## src/rtl/core/sue_pkg.sv

```systemverilog
// Package for the string literal unescaper: word types, character codes, decode helpers.
`default_nettype none

package sue_pkg;

   // Character codes used by the escape decoder
   localparam logic [7:0] CHAR_BSLASH = 8'h5C;
   localparam logic [7:0] CHAR_QUOTE  = 8'h22;
   localparam logic [7:0] CHAR_0      = 8'h30;
   localparam logic [7:0] CHAR_7      = 8'h37;
   localparam logic [7:0] CHAR_9      = 8'h39;
   localparam logic [7:0] CHAR_LC_A   = 8'h61;
   localparam logic [7:0] CHAR_LC_F   = 8'h66;
   localparam logic [7:0] CHAR_UC_A   = 8'h41;
   localparam logic [7:0] CHAR_UC_F   = 8'h46;
   localparam logic [7:0] CHAR_LC_B   = 8'h62;
   localparam logic [7:0] CHAR_LC_T   = 8'h74;
   localparam logic [7:0] CHAR_LC_N   = 8'h6E;
   localparam logic [7:0] CHAR_LC_V   = 8'h76;
   localparam logic [7:0] CHAR_LC_R   = 8'h72;
   localparam logic [7:0] CHAR_LC_X   = 8'h78;

   // Control codes produced by the named escapes
   localparam logic [7:0] CODE_BS = 8'h08;
   localparam logic [7:0] CODE_HT = 8'h09;
   localparam logic [7:0] CODE_LF = 8'h0A;
   localparam logic [7:0] CODE_VT = 8'h0B;
   localparam logic [7:0] CODE_FF = 8'h0C;
   localparam logic [7:0] CODE_CR = 8'h0D;

   // Escape decoder mode
   typedef enum logic [3:0] {
      MODE_NORMAL = 4'b0001,
      MODE_ESCAPE = 4'b0010,
      MODE_OCTAL  = 4'b0100,
      MODE_HEX    = 4'b1000
   } mode_type;

   // Input word
   typedef struct packed {
      logic [7:0] char_byte;
      logic       is_last;
   } req_word_type;

   // Result word
   typedef struct packed {
      logic [7:0] out_byte;
      logic       out_last;
      logic       warn_bad_escape;
      logic       warn_no_hex_digit;
      logic       err_dangling_escape;
   } rsp_word_type;

   // Up to two results from one input word, first goes out first
   typedef struct packed {
      logic [1:0]   count;
      rsp_word_type first;
      rsp_word_type second;
   } rsp_pair_type;

   // Hex digit decode: bit 4 is valid, bits 3:0 the nibble
   function automatic logic [4:0] hex_digit(input logic [7:0] c);
      logic [4:0] res;
      res = 5'd0;
      if (c >= CHAR_0 && c <= CHAR_9) begin
         res = {1'b1, 4'(c - CHAR_0)};
      end else if (c >= CHAR_LC_A && c <= CHAR_LC_F) begin
         res = {1'b1, 4'(c - CHAR_LC_A + 8'd10)};
      end else if (c >= CHAR_UC_A && c <= CHAR_UC_F) begin
         res = {1'b1, 4'(c - CHAR_UC_A + 8'd10)};
      end
      return res;
   endfunction

endpackage

`default_nettype wire

```

## src/rtl/core/sue_stream_if.sv

```systemverilog
// Valid/ready stream channel carrying one payload word.
`default_nettype none

interface sue_stream_if #(
   parameter type payload_type = logic [7:0]
) ();
   logic        valid;
   logic        ready;
   payload_type data;

   modport source (output valid, output data, input ready);
   modport sink   (input valid, input data, output ready);
endinterface

`default_nettype wire

```

## src/rtl/core/sue_decode.sv

```systemverilog
// Escape decoder: mode state and the per-word decode into up to two results.
`default_nettype none

module sue_decode (
   input  wire logic                  clock,
   input  wire logic                  reset,
   input  wire logic                  advance,
   input  wire sue_pkg::req_word_type in_word,
   output sue_pkg::rsp_pair_type      pair
);

   sue_pkg::mode_type mode_ff, mode_in;
   logic [8:0]        value_ff, value_in;
   logic [1:0]        oct_cnt_ff, oct_cnt_in;
   logic              hex_seen_ff, hex_seen_in;

   logic [7:0]            c;
   logic                  last;
   logic                  is_oct;
   logic [4:0]            hex;
   logic                  plain_emit;
   sue_pkg::rsp_word_type plain_word;
   sue_pkg::mode_type     plain_mode;
   sue_pkg::rsp_word_type esc_word;
   logic [8:0]            oct_value;
   logic [1:0]            oct_cnt_next;
   logic [7:0]            hex_value;

   assign c      = in_word.char_byte;
   assign last   = in_word.is_last;
   assign is_oct = (c inside {[sue_pkg::CHAR_0 : sue_pkg::CHAR_7]});
   assign hex    = sue_pkg::hex_digit(c);

   // Normal-mode handling, also used for the byte that ends a numeric escape
   always_comb begin
      plain_word = '0;
      plain_emit = 1'b1;
      plain_mode = sue_pkg::MODE_NORMAL;
      if (c == sue_pkg::CHAR_BSLASH && !last) begin
         plain_emit = 1'b0;
         plain_mode = sue_pkg::MODE_ESCAPE;
      end else if (c == sue_pkg::CHAR_BSLASH) begin
         plain_word.out_byte            = sue_pkg::CHAR_BSLASH;
         plain_word.out_last            = 1'b1;
         plain_word.err_dangling_escape = 1'b1;
      end else begin
         plain_word.out_byte = c;
         plain_word.out_last = last;
      end
   end

   // Single-character escapes after a backslash
   always_comb begin
      esc_word          = '0;
      esc_word.out_last = last;
      case (c)
         sue_pkg::CHAR_QUOTE:  esc_word.out_byte = c;
         sue_pkg::CHAR_BSLASH: esc_word.out_byte = c;
         sue_pkg::CHAR_LC_B:   esc_word.out_byte = sue_pkg::CODE_BS;
         sue_pkg::CHAR_LC_T:   esc_word.out_byte = sue_pkg::CODE_HT;
         sue_pkg::CHAR_LC_N:   esc_word.out_byte = sue_pkg::CODE_LF;
         sue_pkg::CHAR_LC_V:   esc_word.out_byte = sue_pkg::CODE_VT;
         sue_pkg::CHAR_LC_F:   esc_word.out_byte = sue_pkg::CODE_FF;
         sue_pkg::CHAR_LC_R:   esc_word.out_byte = sue_pkg::CODE_CR;
         default: begin
            esc_word.out_byte        = c;
            esc_word.warn_bad_escape = 1'b1;
         end
      endcase
   end

   assign oct_value    = {value_ff[5:0], c[2:0]};
   assign oct_cnt_next = 2'(oct_cnt_ff + 2'd1);
   assign hex_value    = {value_ff[3:0], hex[3:0]};

   // Mode transitions and result selection
   always_comb begin
      mode_in     = mode_ff;
      value_in    = value_ff;
      oct_cnt_in  = oct_cnt_ff;
      hex_seen_in = hex_seen_ff;
      pair        = '0;
      case (mode_ff)
         sue_pkg::MODE_NORMAL: begin
            pair.count = {1'b0, plain_emit};
            pair.first = plain_word;
            mode_in    = plain_mode;
         end
         sue_pkg::MODE_ESCAPE: begin
            mode_in = sue_pkg::MODE_NORMAL;
            if (is_oct) begin
               value_in   = {6'd0, c[2:0]};
               oct_cnt_in = 2'd1;
               if (last) begin
                  pair.count          = 2'd1;
                  pair.first.out_byte = {5'd0, c[2:0]};
                  pair.first.out_last = 1'b1;
               end else begin
                  mode_in = sue_pkg::MODE_OCTAL;
               end
            end else if (c == sue_pkg::CHAR_LC_X) begin
               value_in    = 9'd0;
               hex_seen_in = 1'b0;
               if (last) begin
                  pair.count                   = 2'd1;
                  pair.first.out_last          = 1'b1;
                  pair.first.warn_no_hex_digit = 1'b1;
               end else begin
                  mode_in = sue_pkg::MODE_HEX;
               end
            end else begin
               pair.count = 2'd1;
               pair.first = esc_word;
            end
         end
         sue_pkg::MODE_OCTAL: begin
            if (is_oct && oct_cnt_ff != 2'd3) begin
               value_in   = oct_value;
               oct_cnt_in = oct_cnt_next;
               if (oct_cnt_next == 2'd3 || last) begin
                  mode_in             = sue_pkg::MODE_NORMAL;
                  pair.count          = 2'd1;
                  pair.first.out_byte = oct_value[7:0];
                  pair.first.out_last = last;
               end
            end else begin
               // flush pending value, then the ending byte as normal
               pair.first.out_byte = value_ff[7:0];
               pair.second         = plain_word;
               pair.count          = plain_emit ? 2'd2 : 2'd1;
               mode_in             = plain_mode;
            end
         end
         sue_pkg::MODE_HEX: begin
            if (hex[4]) begin
               value_in    = {1'b0, hex_value};
               hex_seen_in = 1'b1;
               if (last) begin
                  mode_in             = sue_pkg::MODE_NORMAL;
                  pair.count          = 2'd1;
                  pair.first.out_byte = hex_value;
                  pair.first.out_last = 1'b1;
               end
            end else begin
               pair.first.out_byte          = value_ff[7:0];
               pair.first.warn_no_hex_digit = !hex_seen_ff;
               pair.second                  = plain_word;
               pair.count                   = plain_emit ? 2'd2 : 2'd1;
               mode_in                      = plain_mode;
            end
         end
         default: begin
            mode_in = sue_pkg::MODE_NORMAL;
         end
      endcase
   end

   // State registers, updated when a word is decoded
   always_ff @(posedge clock) begin
      if (reset) begin
         mode_ff     <= sue_pkg::MODE_NORMAL;
         value_ff    <= 9'd0;
         oct_cnt_ff  <= 2'd0;
         hex_seen_ff <= 1'b0;
      end else if (advance) begin
         mode_ff     <= mode_in;
         value_ff    <= value_in;
         oct_cnt_ff  <= oct_cnt_in;
         hex_seen_ff <= hex_seen_in;
      end
   end

`ifndef SYNTHESIS
   // the literal always closes back in normal mode
   a_last_to_normal: assert property (@(posedge clock) disable iff (reset)
      advance && in_word.is_last |=> mode_ff == sue_pkg::MODE_NORMAL)
      else $error("mode not normal after last word");
`endif

endmodule

`default_nettype wire

```

## src/rtl/core/sue_rsp_buf.sv

```systemverilog
// Two-slot result buffer that drives the result channel.
`default_nettype none

module sue_rsp_buf (
   input  wire logic                  clock,
   input  wire logic                  reset,
   input  wire logic                  load_valid,
   input  wire sue_pkg::rsp_pair_type pair,
   output logic                       load_ready,
   sue_stream_if.source               rsp_chan
);

   logic [1:0]            cnt_ff, cnt_in;
   sue_pkg::rsp_word_type slot0_ff, slot0_in;
   sue_pkg::rsp_word_type slot1_ff, slot1_in;
   logic                  pop;
   logic                  load;

   assign rsp_chan.valid = (cnt_ff != 2'd0);
   assign rsp_chan.data  = slot0_ff;

   assign pop        = rsp_chan.valid && rsp_chan.ready;
   assign load_ready = (cnt_ff == 2'd0) || (cnt_ff == 2'd1 && pop);
   assign load       = load_valid && load_ready;

   // Load a new pair or shift the second slot forward
   always_comb begin
      cnt_in   = cnt_ff;
      slot0_in = slot0_ff;
      slot1_in = slot1_ff;
      if (load) begin
         cnt_in   = pair.count;
         slot0_in = pair.first;
         slot1_in = pair.second;
      end else if (pop) begin
         cnt_in   = 2'(cnt_ff - 2'd1);
         slot0_in = slot1_ff;
      end
   end

   always_ff @(posedge clock) begin
      if (reset) begin
         cnt_ff <= 2'd0;
      end else begin
         cnt_ff <= cnt_in;
      end
   end

   always_ff @(posedge clock) begin
      slot0_ff <= slot0_in;
      slot1_ff <= slot1_in;
   end

`ifndef SYNTHESIS
   a_cnt_range: assert property (@(posedge clock) disable iff (reset)
      cnt_ff != 2'd3)
      else $error("result count out of range");

   a_pair_load: assert property (@(posedge clock) disable iff (reset)
      load && pair.count == 2'd2 |=> cnt_ff == 2'd2 && slot1_ff == $past(pair.second))
      else $error("pair not held after load");

   a_shift: assert property (@(posedge clock) disable iff (reset)
      pop && cnt_ff == 2'd2 |=> cnt_ff == 2'd1 && slot0_ff == $past(slot1_ff))
      else $error("second result not shifted forward");
`endif

endmodule

`default_nettype wire

```

## src/rtl/core/string_literal_unescaper_top.sv

```systemverilog
// Top level of the string literal unescaper.
//
//   channel   | dir | word                                    | handshake
//   req_chan  | in  | char_byte, is_last                      | valid/ready
//   rsp_chan  | out | out_byte, out_last, warn/err flags      | valid/ready
//
// One input word per cycle while the result side takes each result and each
// word yields at most one result; a non-digit byte ending an octal or hex
// escape yields two (one if it opens an escape) and holds input until the
// second is taken. Words pass the input register, then the two-slot buffer.
// Reset is synchronous and returns the decoder to normal mode, buffers empty.
// A stalled result side stops input after the input register fills.
`default_nettype none

module string_literal_unescaper_top (
   input  wire logic  clock,
   input  wire logic  reset,
   sue_stream_if.sink   req_chan,
   sue_stream_if.source rsp_chan
);

   logic                  in_valid_ff, in_valid_in;
   sue_pkg::req_word_type in_word_ff;
   logic                  accept;
   logic                  advance;
   logic                  load_ready;
   sue_pkg::rsp_pair_type pair;

   assign advance        = in_valid_ff && load_ready;
   assign req_chan.ready = !in_valid_ff || advance;
   assign accept         = req_chan.valid && req_chan.ready;
   assign in_valid_in    = accept || (in_valid_ff && !advance);

   // Input register
   always_ff @(posedge clock) begin
      if (reset) begin
         in_valid_ff <= 1'b0;
      end else begin
         in_valid_ff <= in_valid_in;
      end
   end

   always_ff @(posedge clock) begin
      if (accept) begin
         in_word_ff <= req_chan.data;
      end
   end

   sue_decode u_decode (
      .clock   (clock),
      .reset   (reset),
      .advance (advance),
      .in_word (in_word_ff),
      .pair    (pair)
   );

   sue_rsp_buf u_rsp_buf (
      .clock      (clock),
      .reset      (reset),
      .load_valid (in_valid_ff),
      .pair       (pair),
      .load_ready (load_ready),
      .rsp_chan   (rsp_chan)
   );

endmodule

`default_nettype wire

```

## src/flat_wrapper.sv

```systemverilog
// flat-port wrapper written by rule: the top's interface ports become plain ports
module string_literal_unescaper_top_flat import sue_pkg::*;
  (clock, reset, req_chan_valid, req_chan_data, req_chan_ready, rsp_chan_valid, rsp_chan_data, rsp_chan_ready);
  sue_stream_if #(.payload_type(req_word_type)) req_chan_i ();
  sue_stream_if #(.payload_type(rsp_word_type)) rsp_chan_i ();
  input  wire logic clock;
  input  wire logic reset;
  input wire logic [$bits(req_chan_i.valid)-1:0] req_chan_valid;
  input wire logic [$bits(req_chan_i.data)-1:0] req_chan_data;
  output wire logic [$bits(req_chan_i.ready)-1:0] req_chan_ready;
  output wire logic [$bits(rsp_chan_i.valid)-1:0] rsp_chan_valid;
  output wire logic [$bits(rsp_chan_i.data)-1:0] rsp_chan_data;
  input wire logic [$bits(rsp_chan_i.ready)-1:0] rsp_chan_ready;
  assign req_chan_i.valid = req_chan_valid;
  assign req_chan_i.data = req_chan_data;
  assign req_chan_ready = req_chan_i.ready;
  assign rsp_chan_valid = rsp_chan_i.valid;
  assign rsp_chan_data = rsp_chan_i.data;
  assign rsp_chan_i.ready = rsp_chan_ready;
  string_literal_unescaper_top u_core (.clock(clock), .reset(reset), .req_chan(req_chan_i), .rsp_chan(rsp_chan_i));
endmodule
```

## config.mk

```make
export PLATFORM = sky130hd
export DESIGN_NAME = string_literal_unescaper_top_flat
export DESIGN_NICKNAME = d
export VERILOG_FILES = /design/src/rtl/core/sue_pkg.sv /design/src/rtl/core/sue_stream_if.sv /design/src/rtl/core/sue_decode.sv /design/src/rtl/core/sue_rsp_buf.sv /design/src/rtl/core/string_literal_unescaper_top.sv /design/src/flat_wrapper.sv
export SDC_FILE = /design/constraint.sdc
export NUM_CORES = 1
export LEC_CHECK = 0
export ABC_AREA = 1
export BUFFER_PORTS_ARGS = -buffer_cell sky130_fd_sc_hd__buf_2
export CELL_PAD_IN_SITES_DETAIL_PLACEMENT = 1
export CELL_PAD_IN_SITES_GLOBAL_PLACEMENT = 2
export CORE_MARGIN = 8
export CORE_UTILIZATION = 35
export CTS_CLUSTER_DIAMETER = 200
export DETAILED_ROUTE_END_ITERATION = 8
export PLACE_DENSITY = 0.77
export SLEW_MARGIN = 0
export SYNTH_ARGS = -nofsm -noshare
export SYNTH_HDL_FRONTEND = slang
export SYNTH_HIERARCHICAL = 1
export SYNTH_SLANG_ARGS = --single-unit
```

## constraint.sdc

```tcl
create_clock -name clock -period 2.75 [get_ports clock]
set_input_delay 0 -clock clock [delete_from_list [all_inputs] [get_ports clock]]
set_output_delay 0 -clock clock [all_outputs]
set_load 0.005 [all_outputs]
```

After elaboration in Yosys (flattened, before gate mapping)
Cells that the tools add are included.
Operators by class
  $add $sub $neg: 7
  multipliers: 0
  divide/modulo/power cells: 0
  magnitude comparators: 7
  eq/ne operators: 24
  shift-type cells: 0
  multiplexer cells: 61
  bitwise gates (word level): 0
  reduce and logical (&&, ||, !) cells: 30
Operators by type and width (number)
  8-bit by 7-bit == test with 1-bit output (second input constant): 8
  10-bit two-way mux: 5
  12-bit two-way mux: 4
  8-bit one-hot mux with 6 select lines: 1
  11-bit one-hot mux with 4 select lines: 1
  8-bit two-way mux: 5
  4-bit two-way mux: 7
  12-bit one-hot mux with 2 select lines: 1
  8-bit one-hot mux with 3 select lines: 1
  9-bit two-way mux: 2
  1-bit two-way mux: 17
  8-bit by 7-bit >= comparator with 1-bit output (second input constant): 2
  8-bit by 6-bit less-or-equal comparator with 1-bit output (second input constant): 2
  8-bit by 7-bit less-or-equal comparator with 1-bit output (second input constant): 2
  4-bit one-hot mux with 4 select lines: 1
  5-bit two-way mux: 3
  2-bit two-way mux: 6
  2-bit != test (second input constant): 6
  4-bit by 1-bit subtractor with 4-bit output (second input constant): 3
  1-bit logical AND: 11
  11-bit two-way mux: 1
  5-bit AND reduction: 2
  4-bit adder (second input constant): 2
  8-bit by 6-bit == test with 1-bit output (second input constant): 1
  other kinds (22): 35
Storage, ports and cells
  flip-flop bits (word level): 51
  latch bits: 0
  memory bits (writable): 0
  bits in read-only memories: 0
  input port bits: 13
  output and inout bits: 14
  memories kept: 0

Depth between registers and ports, before layout
Gate-level depths: netlist of the first run.
  depth after elaboration: 9
  gate-level depth with buffers: 15
  gate-level depth less buffers: 14

Modules after synthesis
Netlist of the first run, hierarchy kept.
Modules (own cells, without submodules)
  sue_decode: times used 1, cells an instance 377, area an instance 2193.4 um^2, seq. area each 300.3 um^2
  sue_rsp_buf: times used 1, cells an instance 87, area an instance 1044.8 um^2, seq. area each 760.7 um^2
  string_literal_unescaper_top: times used 1, cells an instance 17, area an instance 325.3 um^2, seq. area each 290.3 um^2

Least setup slack after synthesis of the first run
Ideal clock, no wire load.
  path type: register -> register
  start: register u_core/in_word_ff[1] (netlist bit)
  end: register u_core.u_rsp_buf.cnt_ff[1]
  library setup time: 70 ps
  arrival time: 1939 ps
  data required time: 2680 ps
  path slack: 742 ps
  stages on the path, launching flop included: 15
  clock period less this slack: 2008 ps
  cell sequence: edfxtp_1 > inv_1 > ha_1 > o21ai_0 > nand2_1 > nand2_4 > nand3_4 > nand2_4 > inv_2 > buf_6 > nor3_2 > inv_1 > nand3_1 > nand2_1 > a21oi_1
RTL lines
  start, declared: RTL line string_literal_unescaper_top.sv:23  | sue_pkg::req_word_type in_word_ff;
  start signal, assigned: RTL line string_literal_unescaper_top.sv:45  | in_word_ff <= req_chan.data;
  end signal, assigned: RTL line sue_rsp_buf.sv:45  | cnt_ff <= cnt_in;
  end, declared: RTL line sue_rsp_buf.sv:13  | logic [1:0] cnt_ff, cnt_in;

==> impl_metrics.py, run 1 <==
metrics = {
    "run_status": {
        "status": "complete, no violations",
    },
    "routing": {
        "firstDrtPassIters": 4,
        "route.detailed.drc": 0,
        "drtIter0Drc": 143,
        "vias": 3252,
        "vias_per_cell": 4.965,
        "drt.antenna.violating_nets": 0,
        "wl_per_cell_um": 16.93,
        "wirelength_mm": 11.09,
    },
    "yosys": {
        "synth_seq_cells": 51,
        "synth_async_sr_flop_share": 0,
        "syn_area_mm2": 0.003563,
        "netlist.area_leader.share": 0.2781,
        "synth_flop_cell": "edfxtp_1",
        "synth_cell_types": 39,
        "synth_top_area_cell": "edfxtp_1",
        "ys_warn_count": 6,
        "synthTopCellsByCount": "nand2_1 (146), nor2_1 (56), inv_1 (47), nand3_1 (36), edfxtp_1 (33)",
        "synth.most_common_cell": "nand2_1",
        "avgSynthCellArea_um2": 7.408,
        "syn_inst": 481,
        "yosysSeqAreaShare": 0.3792,
        "synth_edf_count": 33,
        "yosys-top-cells-area": "edfxtp_1 (28%), nand2_1 (15%), dfxtp_1 (10%)",
    },
    "power_and_ir_drop": {
        "leakage_nw": 1.827,
        "power_density_mw_per_mm2": 609.8,
        "power_mw": 2.448,
        "ir_worst_vdd_uv": 197.4,
    },
    "setup_path": {
        "criticalPathCategory": "reg -> reg",
        "end_kind": "register",
        "worstSetupStartpointType": "register",
        "reg2reg_to": "u_core/u_rsp_buf/rsp_chan.data[4]",
        "reg2reg_depth": 14,
        "r2r_slack_ps": 460,
        "required_ps": 2840,
        "critPathArrivalTime_ps": 2380,
        "r2r_start": "u_core/in_word_ff[1]",
        "cp_max_fo": 13,
    },
    "die": {
        "die_area_mm2": 0.01367,
        "fp.coreArea_mm2": 0.01009,
        "die_w_um": 116.9,
        "die_height_um": 116.9,
        "start_util": 0.3531,
        "io_pins": 27,
        "row_count": 37,
    },
    "run": {
        "cap_viol_max_count": 0,
    },
    "clock_tree": {
        "post_cts_buffers": 0,
        "cts_tree": "yes",
        "ctsHtreeMaxLevel": 2,
        "cts_resized": 0,
        "clk_latency_ps": 320,
        "cts.clk_slew.worst_paths_ps": 100,
        "root_buffer": "clkbuf_8",
        "numCtsBuffers": 5,
        "clock_path_buffers": 2,
        "cts_sinks": 51,
        "holdBufCountCts": 12,
    },
    "sta": {
        "fin_tns_setup_ps": 0,
        "maxSlewViolCount": 0,
        "fin_crit_ps": 2292,
        "hold_viol": 0,
        "min_period_over_period": 0.8336,
        "rsz0062_at_grt": "false",
        "finClkSkew_ps": 8.213,
        "setup_viol": 0,
        "fmax_mhz": 436.2,
    },
    "placed_design": {
        "dpl.hpwl_mm": 8.702,
        "port_buffers": 26,
        "gp_congestion": 0.9390,
    },
    "global_routing": {
        "antenna_found_initial": 0,
        "grt_usage": 0.1707,
        "grt_pass1_wl_mm": 17.90,
        "grt_pass1_vias": 3347,
        "grt_max_degree": 25,
        "grt_overflow": 0,
    },
    "hold_path": {
        "worstHoldStart": "rsp_chan_ready",
        "min_path_type": "in -> reg",
        "hold_end": "u_core/u_rsp_buf/cnt_ff[1]",
        "whs_path_depth": 5,
    },
    "cells_and_area": {
        "fin_nets": 540,
        "drive_above_1_share": 0.1850,
        "fillers": 1319,
        "diodes": 0,
        "area_growth_pct": 12.64,
    },
}
through the flow:
step	hold WS, ps	utilization	setup slack, ps	instances	cell area (um2)
2_1_floorplan	62.44	-	741.7	482	3567
3_3_place_gp	176.2	0.3764	478.0	635	3799
3_5_place_dp	179.0	0.3764	454.0	635	3799
4_1_cts	43.37	0.3977	443.3	655	4014
5_1_grt	97.46	0.3977	286.2	655	4014
6_report	62.71	0.3977	457.6	655	4014
worst max-delay path by stage:
stage | slack, ps | end | depth (start not counted) | startpoint
global placement | 480 | u_core/u_rsp_buf/rsp_chan.data[8] | 14 | u_core/in_word_ff[1]
detailed placement | 450 | u_core/u_rsp_buf/rsp_chan.data[4] | 14 | u_core/in_word_ff[1]
CTS | 440 | u_core/u_rsp_buf/rsp_chan.data[4] | 14 | u_core/in_word_ff[1]
finish | 460 | u_core/u_rsp_buf/rsp_chan.data[4] | 14 | u_core/in_word_ff[1]
global route | 290 | u_core/u_rsp_buf/rsp_chan.data[4] | 14 | u_core/in_word_ff[1]
floorplan | 740 | u_core/u_rsp_buf/cnt_ff[1] | 14 | u_core/in_word_ff[1]
layer usage:
layer | vias up | part of all wire | GRT usage
met2 | 64 | 0.47 | 0.2842
met3 | 14 | 0.044 | 0.02155
li1 | 1630 | - | -
met5 | - | 0 | 0
met4 | 0 | 0.016 | 0.05034
met1 | 1544 | 0.47 | 0.2260
cells in the final DEF, fill, tap and decap left out, drive strengths merged, types with 2 or more instances in the layout:
master,netlist,routed
o22ai,5,5
nand3,46,46
dfxtp,18,18
nand3b,4,4
nand2,161,161
buf,13,31
ha,9,9
dlygate4sd3,0,12
nand4,11,11
clkbuf,1,5
nor2,66,66
a21oi,13,13
o21ai,21,21
conb,1,2
o211ai,2,2
nor3,11,11
edfxtp,33,33
inv,60,62
where the power goes:
part	internal, mW	switching, mW	total, mW
Clock	0.188	0.280	0.468
Sequential	1.00	0.0852	1.09
Combinational	0.293	0.600	0.893
logic make-up (layout without fill, tap and decap cells):
family,Yosys count,after routing,synth area share
other cells,1,2,0.001052
fa+ha+maj,9,9,0.03160
flops,51,51,0.3792
compound gates,45,45,0.07198
xor+xnor,1,1,0.002458
buf+inv,74,111,0.09585
simple gates,300,300,0.4178
sequential cells by signal, summed over array words and instances, names as in the netlist:
name                            cells
u_core/u_rsp_buf/rsp_chan.data     12
u_core/in_word_ff                   9
u_core/u_decode/value_ff            8
u_core/u_rsp_buf/cnt_ff             2
u_core/u_decode/oct_cnt_ff          2
u_core/in_valid_ff                  1
u_core/u_decode/mode_ff             4
u_core/u_rsp_buf/slot1_ff          12
u_core/u_decode/hex_seen_ff         1
cell type report:
cell class	count	area, um2	area share
Inverter	60	235.2	0.05860
Multi-Input combinational cell	357	1874	0.4670
Tap cell	136	170.2	0.04239
Clock buffer	5	68.82	0.01714
Sequential cell	51	1351	0.3367
Clock inverter	3	26.28	0.006546
Timing Repair Buffer	43	287.8	0.07170
worst max-delay path, stage by stage (launching register included):
cell and delay [ps]:
edfxtp_1 400, buf_4 180, ha_1 200, o21ai_0 140
nand2_1 130, nand2_4 210, nand2_4 120, nand2_4 90
inv_2 60, nand2_1 90, nor2_1 50, nor2_1 180
nand2_1 100, nand2_1 70, nand2_1 50
Note: power is estimated with default switching activity, not from simulation.
==> inputs of run 2 (changes only) <==
ABC_AREA = 0   (was 1)
CORE_UTILIZATION = 36   (was 35)
PLACE_DENSITY = 0.74   (was 0.77)
clock period = 1.9 ns   (was 2.75 ns; I/O delays follow)
==> run 2 against run 1 <==
Effect of this change:
- first-iteration DRC count grew 62%
- the flow now finishes with violations (negative setup slack)
- critical path depth shrank 3
- synthesized cell count shrank 33%
- critical endpoint is now u_core/u_rsp_buf/rsp_chan.data[7]
- design area grew 30%
- via count grew 3.5%
- clock skew shrank 2.2 ps
- clock-buffer cell count grew 1
- largest power group unchanged
- worst setup slack lost 1100 ps
- sequential share of layout area shrank 7.8 points
- non-clock buffer count grew 121
- cell count shrank 11%
- critical path type unchanged
- area after synthesis shrank 7.0%
==> impl_metrics.py, run 2 <==
metrics = {
    "clock_tree": {
        "cts.clk_slew.worst_paths_ps": 100,
        "ctsHtreeMaxLevel": 2,
        "root_buffer": "clkbuf_8",
        "clock_path_buffers": 2,
        "cts_tree": "yes",
        "cts_sinks": 51,
        "numCtsBuffers": 5,
        "clk_latency_ps": 320,
    },
    "placed_design": {
        "dpl.hpwl_mm": 8.451,
        "port_buffers": 26,
        "dp_slack_ps": -612.0,
        "gp_congestion": 0.8291,
        "postPlaceCellArea_mm2": 0.004223,
    },
    "yosys": {
        "synth_top_area_cell": "edfxtp_1",
        "synthTopCellsByCount": "edfxtp_1 (33), inv_1 (19), dfxtp_1 (18), nor2_1 (17)",
        "yosysSeqAreaShare": 0.4075,
        "synth_flop_cell": "edfxtp_1",
        "netlist.area_leader.share": 0.2989,
        "ys_warn_count": 6,
        "synth_xor_area_frac": 0.01057,
        "syn_area_mm2": 0.003316,
        "syn_inst": 322,
        "synth_cell_types": 75,
        "synth_seq_cells": 51,
        "synth.most_common_cell": "edfxtp_1",
        "synth_fa_ha_area_frac": 0.03396,
        "synth_top_family_by_area": "compound AO/OA/AOI/OAI gates",
        "yosys-top-cells-area": "edfxtp_1 (30%), dfxtp_1 (11%), a211oi_2 (3.4%)",
        "synth_edf_count": 33,
        "synth_simple_gate_area_frac": 0.2072,
        "avgSynthCellArea_um2": 10.30,
        "synth_mux_area_frac": 0.05472,
        "synth_compound_area_frac": 0.2204,
        "synth_async_sr_flop_share": 0,
    },
    "sta": {
        "fmax_mhz": 390.9,
        "fin_crit_ps": 2558,
        "fin_tns_setup_ps": -16750,
        "hold_viol": 0,
        "tightest_slew_ps": 642.0,
        "finClkSkew_ps": 6.062,
        "maxSlewViolCount": 0,
        "rsz0062_at_grt": "true",
        "hold_slack_ps": 54.07,
        "setup_viol": 37,
        "fin_ws_ps": -658.0,
        "min_period_over_period": 1.346,
        "relSlewSlack": 0.5659,
    },
    "hold_path": {
        "min_path_type": "in -> reg",
        "worstHoldStart": "rsp_chan_ready",
        "hold_end": "u_core/u_rsp_buf/cnt_ff[1]",
        "whs_path_depth": 4,
    },
    "setup_path": {
        "reg2reg_depth": 11,
        "r2r_start": "u_core/in_word_ff[1]",
        "end_kind": "register",
        "worstSetupStartpointType": "register",
        "criticalPathCategory": "reg -> reg",
        "required_ps": 1980,
        "r2r_slack_ps": -660,
        "critPathArrivalTime_ps": 2640,
        "reg2reg_to": "u_core/u_rsp_buf/rsp_chan.data[7]",
        "cp_max_fo": 4,
    },
    "routing": {
        "vias": 3367,
        "firstDrtPassIters": 5,
        "route.detailed.drc": 0,
        "wl_per_cell_um": 23.23,
        "wirelength_mm": 13.50,
        "drt.antenna.violating_nets": 0,
        "drtIter0Drc": 232,
        "vias_per_cell": 5.795,
    },
    "power_and_ir_drop": {
        "leakage_nw": 2.017,
        "power_mw": 2.911,
        "power_density_mw_per_mm2": 556.6,
        "ir_worst_vdd_uv": 292.0,
    },
    "cells_and_area": {
        "drive_above_1_share": 0.5723,
        "area_growth_pct": 57.74,
        "diodes": 0,
        "fin_nets": 491,
        "finalInstanceArea_mm2": 0.005230,
        "mostFrequentLayoutCell": "buf_4",
        "final_cell_mix": "buf_4 (92), buf_6 (33), edfxtp_1 (33)",
        "fillers": 997,
    },
    "run_status": {
        "status": "complete, but fails checks",
        "violations": "negative setup slack",
    },
    "global_routing": {
        "antenna_found_initial": 0,
        "grt_pass1_wl_mm": 19.51,
        "grt_usage": 0.1974,
        "grt_max_degree": 22,
        "grt_pass1_vias": 3565,
        "grt_overflow": 0,
    },
    "die": {
        "row_count": 35,
        "die_w_um": 112.0,
        "fp.coreArea_mm2": 0.009109,
        "die_area_mm2": 0.01254,
        "io_pins": 27,
        "start_util": 0.3640,
        "die_height_um": 112.0,
    },
    "run": {
        "cap_viol_max_count": 0,
    },
}
-- run 2: cell count changes after synthesis, sizes merged, moves of 7 or more --
cell and change:
nand2b +9, a31oi +9, nand2 -148, a211oi +13, and3 +7, a22oi +10, nand4 -8, mux2 +12
clkbuf +7, nor2 -48, o21ai -7, nand3 -38, inv -40, a222oi +7
-- run 2: logic make-up after synthesis --
logic type / count (synthesis)
multiplexers: 14
flip-flops: 51
buffers and inverters: 45
XOR/XNOR: 4
other: 1
AND/OR/NAND/NOR: 104
AO/OA/AOI/OAI: 94
adder cells (fa/ha/maj): 9
-- run 2: critical path: stages, from the launching register on --
cell and delay, ps:
edfxtp_1 470, inv_2 120, buf_6 110, ha_4 120
nand3b_1 150, buf_6 190, o21ai_4 200, buf_6 140
o22ai_4 50, a222oi_1 360, nand3_1 120, mux2_4 280
-- run 2: what timing repair did --
action / CTS / global route
cloned: 2 / 0
resized for setup: 74 / 53
endpoints found under the setup margin: 39 / 57
buffers inserted: 18 / 15
endpoints found under the hold margin: 10 / 0
pin swaps: 27 / 31
hold buffers: 10 / 0
-- run 2: how the worst max path moves through the flow --
stage / startpoint / to / cells after the start
floorplan: u_core/in_word_ff[1] / u_core/u_rsp_buf/rsp_chan.data[4] / 9
global placement: u_core/in_word_ff[8] / u_core/u_rsp_buf/cnt_ff[0] / 8
detailed placement: u_core/in_word_ff[1] / u_core/u_rsp_buf/rsp_chan.data[11] / 7
CTS: u_core/in_word_ff[1] / u_core/u_rsp_buf/rsp_chan.data[3] / 9
global route: u_core/in_word_ff[2] / u_core/u_rsp_buf/cnt_ff[0] / 11
finish: u_core/in_word_ff[1] / u_core/u_rsp_buf/rsp_chan.data[7] / 11
-- run 2: through the flow --
step           std cells    util
6_report             581  0.5742
5_1_grt              581  0.5742
4_1_cts              572  0.5431
3_5_place_dp         534  0.4636
3_3_place_gp         534  0.4636
2_1_floorplan        323       -
-- run 2: routing by layer --
layer / share of wire / GRT usage / up-vias
met3: 0.052 / 0.03517 / 44
met5: 0 / 0 / -
met2: 0.51 / 0.3534 / 124
li1: - / - / 1528
met1: 0.40 / 0.2267 / 1671
met4: 0.039 / 0.08094 / 0
-- run 2: layout make-up --
type                       count  area [um2]  share of cell area
multi-input combinational    227        2191              0.4189
timing repair buffer         164        1358              0.2596
clock inverter                 2       37.54            0.007177
sequential                    51        1354              0.2589
inverter                      20       78.83             0.01507
tap                          111       138.9             0.02655
clock buffer                   6       72.57             0.01388
-- run 2: report_power, final --
part	total (mW)	internal, mW	leakage, nW	switching (mW)
sequential	1.35	1.31	0.464	0.0476
clock	0.806	0.394	0.0514	0.412
combinational	0.751	0.353	1.50	0.398
==> inputs of run 3 (changes only) <==
CORE_MARGIN = default   (was 8)
CORE_UTILIZATION = 25   (was 36)
PLACE_DENSITY = 0.64   (was 0.74)
==> run 3 against run 2 <==
Effect of this change:
- combinational power decreased by 5.1%
- largest cell class unchanged
- clock skew increased by 1.7 ps
- clock-buffer cell count unchanged
- the flow still finishes with violations (negative setup slack)
- core utilization decreased by 17 points
==> impl_metrics.py, run 3 (synthesis gave the netlist of run 2 again) <==
metrics = {
    "run_status": {
        "status": "complete, but fails checks",
        "violations": "negative setup slack",
    },
    "clock_tree": {
        "numCtsBuffers": 5,
        "cts_sinks": 51,
        "cts_tree": "yes",
        "clock_path_buffers": 2,
        "root_buffer": "clkbuf_16",
        "cts.clk_slew.worst_paths_ps": 70,
        "ctsHtreeMaxLevel": 2,
        "clk_latency_ps": 310,
    },
    "die": {
        "die_area_mm2": 0.01373,
        "die_w_um": 117.2,
        "fp.coreArea_mm2": 0.01277,
        "die_height_um": 117.2,
        "start_util": 0.2596,
        "row_count": 41,
        "io_pins": 27,
    },
    "cells_and_area": {
        "mostFrequentLayoutCell": "buf_4",
        "area_growth_pct": 57.09,
        "diodes": 0,
        "area.sequential_mm2": 0.001354,
        "multiInputGateArea_mm2": 0.002183,
        "drive_above_1_share": 0.5708,
        "fin_nets": 480,
        "fillers": 1405,
        "final_cell_mix": "buf_4 (92), edfxtp_1 (33), buf_2 (26)",
    },
    "routing": {
        "wl_per_cell_um": 17.72,
        "drt.antenna.violating_nets": 0,
        "vias_per_cell": 5.010,
        "route.detailed.drc": 0,
        "wirelength_mm": 11.18,
        "firstDrtPassIters": 4,
        "drtIter0Drc": 175,
        "vias": 3161,
    },
    "setup_path": {
        "end_kind": "register",
        "criticalPathCategory": "reg -> reg",
        "required_ps": 1960,
        "critPathArrivalTime_ps": 2470,
        "cp_max_fo": 5,
        "worstSetupStartpointType": "register",
    },
    "sta": {
        "fmax_mhz": 415.0,
        "min_period_over_period": 1.268,
        "fin_ws_ps": -509.9,
        "hold_viol": 0,
        "finClkSkew_ps": 7.795,
        "fin_crit_ps": 2410,
        "rsz0062_at_grt": "true",
        "setup_viol": 36,
        "fin_tns_setup_ps": -10310,
        "maxSlewViolCount": 0,
    },
    "power_and_ir_drop": {
        "power_density_mw_per_mm2": 593.5,
        "leakage_nw": 1.971,
        "power_mw": 3.092,
        "ir_worst_vdd_uv": 343.8,
    },
    "run": {
        "cap_viol_max_count": 0,
    },
    "placed_design": {
        "port_buffers": 26,
        "dpl.hpwl_mm": 8.497,
        "gp_congestion": 0.7971,
    },
    "global_routing": {
        "grt_pass1_vias": 3326,
        "grt_max_degree": 18,
        "grt_usage": 0.1760,
        "grt_pass1_wl_mm": 17.93,
        "grt_overflow": 0,
        "antenna_found_initial": 0,
    },
    "hold_path": {
        "min_path_type": "in -> reg",
    },
}
## run 3: metal layers
metal | GRT usage | wire, um | share of wire | vias up
li1 | - | - | - | 1516
met1 | 0.2132 | 4913 | 0.44 | 1568
met2 | 0.3118 | 5691 | 0.51 | 64
met3 | 0.03347 | 387 | 0.035 | 13
met4 | 0.05907 | 190 | 0.017 | 0
met5 | 0 | 0 | 0 | -
## run 3: final cells by class
cell class                      count  area share
Timing Repair Buffer              153      0.2325
Clock inverter                      2    0.003363
Inverter                           20     0.01489
Tap cell                          172     0.04132
Clock buffer                        6     0.02883
Multi-Input combinational cell    227      0.4192
Sequential cell                    51      0.2599
## run 3: critical path, stage by stage, from the launching register on
cell      delay (ps)
edfxtp_1         430
inv_2            130
buf_6            120
ha_4             130
nand3b_1          90
buf_6            150
o21ai_4          230
o22ai_2          110
a222oi_1         390
nand3_1          120
mux2_2           270
## run 3: final timing paths
kind / start / endpoint / slack [ps] / depth (start not counted)
worst max register to register: u_core/in_word_ff[1] / u_core/u_rsp_buf/rsp_chan.data[7] / -510 / 10
worst max-delay path: u_core/in_word_ff[1] / u_core/u_rsp_buf/rsp_chan.data[7] / -510 / 10
worst min-delay path: reset / u_core/u_decode/hex_seen_ff / 20 / 2
worst min register to register: u_core/u_decode/hex_seen_ff / u_core/u_decode/hex_seen_ff / 520 / 2
## run 3: through the flow
step                instances  instance area, um2  hold slack (ps)    util  worst slack (ps)
global placement          594                4292            179.5  0.3360            -550.8
CTS                       629                5010            23.05  0.3922            -520.9
finish                    631                5209            20.23  0.4078            -509.9
global route              631                5209            44.78  0.4078            -588.2
detailed placement        594                4292            179.1  0.3360            -649.2
floorplan                 323                3374            62.44       -            -534.1
## run 3: power breakdown
part / switching [mW] / internal (mW)
registers: 0.0420 / 1.31
clock network: 0.453 / 0.577
logic: 0.363 / 0.349
## run 3: timing repair
action                                  CTS  global route
pin swaps                                23            33
hold buffers                             10             0
hold endpoints to repair                 10             0
buffers inserted                         18             7
gates resized for setup                  65            47
endpoints found under the setup margin   37            39
